<file path="config.mk">
export PLATFORM = sky130hd
export DESIGN_NAME = arm_mov_shift_execute_core_flat
export DESIGN_NICKNAME = d
export VERILOG_FILES = /design/src/rtl/amse_pkg.sv /design/src/rtl/amse_chan_if.sv /design/src/rtl/arm_mov_shift_execute_core.sv /design/src/flat_wrapper.sv
export SDC_FILE = /design/constraint.sdc
export NUM_CORES = 1
export LEC_CHECK = 0
export ABC_AREA = 1
export BUFFER_PORTS_ARGS = -buffer_cell sky130_fd_sc_hd__buf_2
export CAP_MARGIN = 20
export CORE_UTILIZATION = 25
export DETAILED_ROUTE_END_ITERATION = 10
export GPL_TIMING_DRIVEN = 0
export PLACE_DENSITY_LB_ADDON = 0.25
export SYNTH_ARGS = -nofsm -noshare
export SYNTH_HDL_FRONTEND = slang
export SYNTH_SLANG_ARGS = --single-unit
</file>
<file path="constraint.sdc">
create_clock -name i_clk -period 3.8 [get_ports i_clk]
set_input_delay 0.76 -clock i_clk [delete_from_list [all_inputs] [get_ports i_clk]]
set_output_delay 0.76 -clock i_clk [all_outputs]
set_load 0.02 [all_outputs]
</file>
<file path="src/rtl/amse_pkg.sv">
// Package for the MOV execute block: field widths, decode codes and the result record.
// No dependencies; taken in by the channel interfaces and the core.
package amse_pkg;

    localparam int unsigned WordW = 32;
    localparam int unsigned RegW  = 4;

    localparam logic [3:0] OPC_MOV      = 4'd13;
    localparam logic [6:0] OPC_MOV_IMM  = 7'h1d;
    localparam logic [7:0] OPC_MOVW     = 8'h30;
    localparam logic [3:0] REG_PC       = 4'd15;
    localparam logic [4:0] SHIFT_MAX_M1 = 5'd31;

    typedef enum logic [1:0] {
        SHIFT_LSL = 2'd0,
        SHIFT_LSR = 2'd1,
        SHIFT_ASR = 2'd2,
        SHIFT_ROR = 2'd3
    } t_shift;

    typedef struct packed {
        logic             accepted;
        logic [RegW-1:0]  dest_reg;
        logic [WordW-1:0] result_value;
        logic             flags_write;
        logic             negative_flag;
        logic             zero_flag;
        logic             carry_out;
        logic             pc_written;
    } t_mov_res;

endpackage

</file>
<file path="src/rtl/amse_chan_if.sv">
// Valid/ready channel interfaces for the MOV execute block: instruction in, result out.
// Depends on amse_pkg for field widths.
interface amse_in_if
    import amse_pkg::*;
();
    logic             valid;
    logic             ready;
    logic [WordW-1:0] instruction;
    logic [WordW-1:0] rm_value;
    logic             flag_c;

    modport source (output valid, output instruction, output rm_value, output flag_c,
                    input ready);
    modport sink   (input valid, input instruction, input rm_value, input flag_c,
                    output ready);
endinterface

interface amse_out_if
    import amse_pkg::*;
();
    logic             valid;
    logic             ready;
    logic             accepted;
    logic [RegW-1:0]  dest_reg;
    logic [WordW-1:0] result_value;
    logic             flags_write;
    logic             negative_flag;
    logic             zero_flag;
    logic             carry_out;
    logic             pc_written;

    modport source (output valid, output accepted, output dest_reg, output result_value,
                    output flags_write, output negative_flag, output zero_flag,
                    output carry_out, output pc_written, input ready);
    modport sink   (input valid, input accepted, input dest_reg, input result_value,
                    input flags_write, input negative_flag, input zero_flag,
                    input carry_out, input pc_written, output ready);
endinterface

</file>
<file path="src/rtl/arm_mov_shift_execute_core.sv">
// MOV execute core: decodes register-shift, modified-immediate and MOVW forms of MOV.
// Depends on amse_pkg and the channel interfaces in amse_chan_if.sv.
//
//  channel   | direction | payload
//  ----------+-----------+----------------------------------------------------------
//  i_instr   | in        | instruction, rm_value, flag_c
//  o_result  | out       | accepted, dest_reg, result_value, flags, pc_written
//
// One transaction per cycle sustained while the result channel is not stalled.
// Input register, one pass of decode and shifter logic, result register.
// Synchronous active-low reset clears both valid flags; payload registers are not reset.
// A stalled result holds the pipe; the input register still refills as the result drains.
module arm_mov_shift_execute_core
    import amse_pkg::*;
(
    input  logic       i_clk,
    input  logic       i_rst_n,
    amse_in_if.sink    i_instr,
    amse_out_if.source o_result
);

    logic             r_s1_valid;
    logic [WordW-1:0] r_instr;
    logic [WordW-1:0] r_rm;
    logic             r_cin;
    logic             r_out_valid;
    t_mov_res         r_out;
    t_mov_res         n_out;
    logic             s1_adv;

    assign s1_adv        = !r_out_valid || o_result.ready;
    assign i_instr.ready = !r_s1_valid || s1_adv;

    always_ff @(posedge i_clk) begin
        if (!i_rst_n) begin
            r_s1_valid <= 1'b0;
        end else if (i_instr.ready) begin
            r_s1_valid <= i_instr.valid;
        end
    end

    always_ff @(posedge i_clk) begin
        if (i_instr.valid && i_instr.ready) begin
            r_instr <= i_instr.instruction;
            r_rm    <= i_instr.rm_value;
            r_cin   <= i_instr.flag_c;
        end
    end

    logic [RegW-1:0]  rd;
    logic             s_bit;
    logic [4:0]       imm5;
    t_shift           shty;
    logic [4:0]       amt_m1;
    logic             fill;
    logic [63:0]      right_ext;
    logic [32:0]      left_ext;
    logic [63:0]      ror_ext;
    logic [4:0]       rot;
    logic [63:0]      imm_ext;
    logic             is_reg;
    logic             is_imm;
    logic             is_movw;
    logic             ok;
    logic             s_eff;
    logic [WordW-1:0] res;
    logic             c;

    always_comb begin
        rd        = r_instr[15:12];
        s_bit     = r_instr[20];
        imm5      = r_instr[11:7];
        shty      = t_shift'(r_instr[6:5]);
        amt_m1    = (imm5 == 5'd0) ? SHIFT_MAX_M1 : (imm5 - 5'd1);
        fill      = (shty == SHIFT_ASR) ? r_rm[31] : 1'b0;
        right_ext = {{32{fill}}, r_rm} >> amt_m1;
        left_ext  = {1'b0, r_rm} << imm5;
        ror_ext   = {r_rm, r_rm} >> imm5;
        rot       = {r_instr[11:8], 1'b0};
        imm_ext   = {24'd0, r_instr[7:0], 24'd0, r_instr[7:0]} >> rot;

        is_reg  = (r_instr[27:25] == 3'd0) && (r_instr[24:21] == OPC_MOV)
                  && (r_instr[19:16] == 4'd0) && !r_instr[4];
        is_imm  = (r_instr[27:21] == OPC_MOV_IMM) && (r_instr[19:16] == 4'd0);
        is_movw = (r_instr[27:20] == OPC_MOVW);

        ok    = 1'b0;
        s_eff = s_bit;
        res   = '0;
        c     = r_cin;
        priority if (is_reg) begin
            ok = (r_instr[3:0] != REG_PC) && !((rd == REG_PC) && s_bit);
            unique case (shty)
                SHIFT_LSL: begin
                    res = left_ext[31:0];
                    c   = (imm5 == 5'd0) ? r_cin : left_ext[32];
                end
                SHIFT_LSR, SHIFT_ASR: begin
                    res = right_ext[32:1];
                    c   = right_ext[0];
                end
                SHIFT_ROR: begin
                    if (imm5 == 5'd0) begin
                        res = {r_cin, r_rm[31:1]};
                        c   = r_rm[0];
                    end else begin
                        res = ror_ext[31:0];
                        c   = ror_ext[31];
                    end
                end
                default: begin
                    res = '0;
                end
            endcase
        end else if (is_imm) begin
            ok  = 1'b1;
            res = imm_ext[31:0];
            c   = (rot == 5'd0) ? r_cin : imm_ext[31];
        end else if (is_movw) begin
            ok    = (rd != REG_PC);
            s_eff = 1'b0;
            res   = {16'd0, r_instr[19:16], r_instr[11:0]};
        end else begin
            ok = 1'b0;
        end

        n_out = '0;
        if (ok) begin
            n_out.accepted     = 1'b1;
            n_out.dest_reg     = rd;
            n_out.result_value = res;
            n_out.pc_written   = (rd == REG_PC);
            if (s_eff) begin
                n_out.flags_write   = 1'b1;
                n_out.negative_flag = res[31];
                n_out.zero_flag     = (res == '0);
                n_out.carry_out     = c;
            end
        end
    end

    always_ff @(posedge i_clk) begin
        if (!i_rst_n) begin
            r_out_valid <= 1'b0;
        end else if (s1_adv) begin
            r_out_valid <= r_s1_valid;
        end
    end

    always_ff @(posedge i_clk) begin
        if (s1_adv && r_s1_valid) begin
            r_out <= n_out;
        end
    end

    assign o_result.valid         = r_out_valid;
    assign o_result.accepted      = r_out.accepted;
    assign o_result.dest_reg      = r_out.dest_reg;
    assign o_result.result_value  = r_out.result_value;
    assign o_result.flags_write   = r_out.flags_write;
    assign o_result.negative_flag = r_out.negative_flag;
    assign o_result.zero_flag     = r_out.zero_flag;
    assign o_result.carry_out     = r_out.carry_out;
    assign o_result.pc_written    = r_out.pc_written;

`ifndef ASSERT_OFF
    a_reject_zero: assert property (@(posedge i_clk) disable iff (!i_rst_n)
        r_out_valid && !r_out.accepted |-> (r_out == '0))
        else $error("rejected transaction carries non-zero fields");

    a_flags_clear: assert property (@(posedge i_clk) disable iff (!i_rst_n)
        r_out_valid && !r_out.flags_write
            |-> !r_out.negative_flag && !r_out.zero_flag && !r_out.carry_out)
        else $error("flags set without flag write");

    a_flags_match: assert property (@(posedge i_clk) disable iff (!i_rst_n)
        r_out_valid && r_out.flags_write
            |-> (r_out.zero_flag == (r_out.result_value == '0))
                && (r_out.negative_flag == r_out.result_value[31]))
        else $error("N or Z flag disagrees with result");

    a_pc_write: assert property (@(posedge i_clk) disable iff (!i_rst_n)
        r_out_valid && r_out.pc_written |-> r_out.accepted && (r_out.dest_reg == REG_PC))
        else $error("PC write without PC destination");

    a_take_fills: assert property (@(posedge i_clk) disable iff (!i_rst_n)
        i_instr.valid && i_instr.ready |=> r_s1_valid)
        else $error("accepted transaction lost from input register");
`endif

endmodule
</file>
<file path="src/flat_wrapper.sv">
// flat-port wrapper written by rule: the top's interface ports become plain ports
module arm_mov_shift_execute_core_flat import amse_pkg::*;
  (i_clk, i_rst_n, i_instr_valid, i_instr_instruction, i_instr_rm_value, i_instr_flag_c, i_instr_ready, o_result_valid, o_result_accepted, o_result_dest_reg, o_result_result_value, o_result_flags_write, o_result_negative_flag, o_result_zero_flag, o_result_carry_out, o_result_pc_written, o_result_ready);
  amse_in_if i_instr_i ();
  amse_out_if o_result_i ();
  input  logic i_clk;
  input  logic i_rst_n;
  input wire logic [$bits(i_instr_i.valid)-1:0] i_instr_valid;
  input wire logic [$bits(i_instr_i.instruction)-1:0] i_instr_instruction;
  input wire logic [$bits(i_instr_i.rm_value)-1:0] i_instr_rm_value;
  input wire logic [$bits(i_instr_i.flag_c)-1:0] i_instr_flag_c;
  output wire logic [$bits(i_instr_i.ready)-1:0] i_instr_ready;
  output wire logic [$bits(o_result_i.valid)-1:0] o_result_valid;
  output wire logic [$bits(o_result_i.accepted)-1:0] o_result_accepted;
  output wire logic [$bits(o_result_i.dest_reg)-1:0] o_result_dest_reg;
  output wire logic [$bits(o_result_i.result_value)-1:0] o_result_result_value;
  output wire logic [$bits(o_result_i.flags_write)-1:0] o_result_flags_write;
  output wire logic [$bits(o_result_i.negative_flag)-1:0] o_result_negative_flag;
  output wire logic [$bits(o_result_i.zero_flag)-1:0] o_result_zero_flag;
  output wire logic [$bits(o_result_i.carry_out)-1:0] o_result_carry_out;
  output wire logic [$bits(o_result_i.pc_written)-1:0] o_result_pc_written;
  input wire logic [$bits(o_result_i.ready)-1:0] o_result_ready;
  assign i_instr_i.valid = i_instr_valid;
  assign i_instr_i.instruction = i_instr_instruction;
  assign i_instr_i.rm_value = i_instr_rm_value;
  assign i_instr_i.flag_c = i_instr_flag_c;
  assign i_instr_ready = i_instr_i.ready;
  assign o_result_valid = o_result_i.valid;
  assign o_result_accepted = o_result_i.accepted;
  assign o_result_dest_reg = o_result_i.dest_reg;
  assign o_result_result_value = o_result_i.result_value;
  assign o_result_flags_write = o_result_i.flags_write;
  assign o_result_negative_flag = o_result_i.negative_flag;
  assign o_result_zero_flag = o_result_i.zero_flag;
  assign o_result_carry_out = o_result_i.carry_out;
  assign o_result_pc_written = o_result_i.pc_written;
  assign o_result_i.ready = o_result_ready;
  arm_mov_shift_execute_core u_core (.i_clk(i_clk), .i_rst_n(i_rst_n), .i_instr(i_instr_i), .o_result(o_result_i));
endmodule
</file>
==> results.cfg <==
[run_status]
status = finished clean

[synth]
yosysTopAreaCell = edfxtp_1
synthCells = 1736
async_flop_share_pct = 0
synth_edf_count = 103
synth.area.top_cells = edfxtp_1 29%, nand3_1 26%, nand2_1 19%, nor2_1 3.4%, inv_1 3.2%
avgSynthCellArea_um2 = 6.17
synth_seq_cells = 105
synthDistinctLibCells = 45
ys.warnings.count = 0
synth-seq-area-share_pct = 29.3
yosys.area.top_type_share_pct = 28.9
ys.flop_type = edfxtp_1
syn_nets = 1810
syn_area_um2 = 10700

[floorplan]
dieArea_um2 = 43700
die-height_um = 209
fp.coreArea_um2 = 42100
initial_core_util_pct = 25.4
die_x_um = 209
io_pins = 113
row_count = 75

[detailed_routing]
totalWireLength_mm = 66.0
antenna_left = 0
firstDrtPassIters = 7
via_per_inst = 5.79
routedWlPerCell_um = 27.4
vias = 13900
drt_iter0_drc = 1999
route.detailed.drc = 0

[clocking]
numCtsBuffers = 9
clockRootBuffer = clkbuf_16
cts_num_sinks = 105
clock_latency_ns = 0.40
htree_levels = 3
cts_tree = done
cts_buffer_depth = 2
clk_pin_slew_ns = 0.08

[sta]
hold_violations = 0
tightest_slew_ns = 0.824
clock_skew_ns = 0.0123
hold_slack_ns = 0.533
fmax_mhz = 274
slew_headroom_pct = 45.1
fin_crit_sh_pct = 96.0
finalMaxSlewViolations = 0
setup_violations = 0
layout_min_cycle_time_ns = 3.65

[final_layout]
nNetsFinal = 1933
area_delta_synth_final_pct = 15.4
final_layout_size_suffix_gt1_share_pct = 12.4
finalInstanceArea_um2 = 12400
multiInputGateArea_um2 = 6670
num-fill-cells = 4771
fin_util_pct = 29.3
seq_area_um2 = 3130

[placement]
dpl_cell_area_um2 = 12000
place_congestion = 1.01
portBuffers = 108
dpl.hpwl_mm = 53.3

[global_routing]
antenna_found_initial = 2
gr-total-overflow = 0
grt_pass1_vias = 13000
grt_max_degree = 42
groute.usage.overall_pct = 30.3
grt_pass1_wl_mm = 94.5

[setup_path]
arrival_ns = 3.90
cp-start-kind = flop
crit_fanout = 10
path_cells = inv_2 -> buf_6 -> buf_8 -> ha_1 -> inv_1 -> nor2_2 -> nand2_4 -> buf_12 -> nand2_8 -> buf_6 -> nand2_2 -> nand3_1 -> nand3_1 -> nand3_1 -> nand3_1 -> nand2_1 -> nand2_1 -> a21boi_2 -> nand2_1 -> nor2_1 -> nand2_1 -> nor2_1 -> nand2_1 -> nor2_1
slowest_delay_ns = 0.48
cp.required_ns = 4.05
crit_family = simple AND/OR/NAND/NOR gates
end_kind = flop
path_class = reg -> reg
crit_slowest_cell = edfxtp_1
cp_common_cell = nand2_1
worst-path-buf-inv = 6

[job]
maxCapViolations = 0

[pwr]
p_per_area_nw_per_um2 = 315
power.total_mw = 3.90
ir_drop_v = 0.000230
p_leak_nw = 5.67

[worst_hold_path]
holdCritPathClass = in -> reg
## cell families after synthesis
| kind of cell | after synthesis | synth area share, % |
|---|---|---|
| adder cells (fa/ha/maj) | 5 | 0.584 |
| AO/OA/AOI/OAI | 172 | 9.42 |
| buffers and inverters | 212 | 8.93 |
| flip-flops | 105 | 29.3 |
| multiplexers | 1 | 0.0935 |
| AND/OR/NAND/NOR | 1241 | 51.7 |
## routing by layer
metal | vias up | part of all wire (%) | track usage [%]
met4 | 0 | 4.0 | 11.7
met1 | 6648 | 45 | 43.6
met3 | 144 | 9.2 | 5.62
met5 | - | 0 | 0
li1 | 6222 | - | -
met2 | 910 | 42 | 44.2
## worst paths after layout
path,from,endpoint,slack (ns),cells after the start
min reg2reg,u_core.o_result.valid$_SDFFE_PN0P_,u_core.o_result.valid$_SDFFE_PN0P_,0.53,2
max reg2reg,u_core.r_instr[7]$_DFFE_PP_,u_core.o_result.zero_flag$_SDFFCE_PN0P_,0.15,24
min,i_instr_instruction[9],u_core.r_instr[9]$_DFFE_PP_,0.53,1
max,u_core.r_instr[7]$_DFFE_PP_,u_core.o_result.zero_flag$_SDFFCE_PN0P_,0.15,24
## synthesized netlist by cell type, types with 2 or more instances
cell type,count
nand2_1,540
o21a_1,2
a31oi_1,10
nand3b_1,6
nor3_1,2
buf_4,8
nor2_1,97
inv_1,90
o211ai_1,19
nor2_2,4
edfxtp_1,103
a221o_1,2
dfxtp_1,2
nand3_1,553
clkbuf_1,38
o21ai_0,63
nand2_8,2
nand3_2,5
nand4_1,6
and2_1,14
buf_2,47
ha_1,5
a21oi_1,48
o221ai_1,6
nor4_1,2
nand2_2,2
inv_2,5
o22ai_1,10
buf_6,7
or2_2,6
a21boi_1,2
a21oi_2,2
o2111ai_1,3
buf_1,14
## final cells by class
| cell class | count | area share (%) |
|---|---|---|
| sequential | 105 | 25.3 |
| inverter | 97 | 2.97 |
| clock inverter | 7 | 0.557 |
| antenna | 3 | 0.0607 |
| clock buffer | 9 | 1.82 |
| timing repair buffer | 112 | 4.82 |
| tap | 539 | 5.46 |
| multi-input combinational | 1419 | 54.0 |
| buffer | 115 | 5.00 |
## timing repair
item,4_1_cts,5_1_grt
setup buffers,1,1
resized for setup,4,19
pin swaps,0,0
hold buffers,0,0
setup endpoints to repair,2,4
## report_power, final
part           switching, mW  total, mW  internal (mW)
Clock                  0.507      0.968          0.461
Sequential            0.0978       1.43           1.33
Combinational           1.10       1.50          0.407
Total                   1.70       3.90           2.20
## worst register-to-register path, delay by kind of cell (launching register included)
kind	cells	cell delay (ns)
AOI/OAI and AO/OA	1	0.29
adders and majority gates	1	0.19
buffers and inverters	6	0.90
DFF	1	0.48
and+or+nand+nor	16	1.65
## through the flow
| stage | setup slack (ns) | setup TNS, ns | std cells |
|---|---|---|---|
| 2_1_floorplan | 0.480 | 0 | 1736 |
| 3_3_place_gp | -0.393 | -16.95 | 2383 |
| 3_5_place_dp | -0.213 | -0.333 | 2385 |
| 4_1_cts | 0.0158 | 0 | 2402 |
| 5_1_grt | -0.0239 | -0.0239 | 2403 |
| 6_report | 0.150 | 0 | 2406 |
## layout by cell type (no fill, tap or decap), types with 14 or more instances in the layout
master	synthesis	routed
clkbuf_1	38	38
o211ai_1	19	19
buf_2	47	151
nor2_1	97	95
nand2_1	540	540
nand3_1	553	553
and2_1	14	14
inv_1	90	88
a21oi_1	48	42
edfxtp_1	103	103
o21ai_0	63	62
buf_1	14	14
Note: power is estimated with default switching activity, not from simulation.
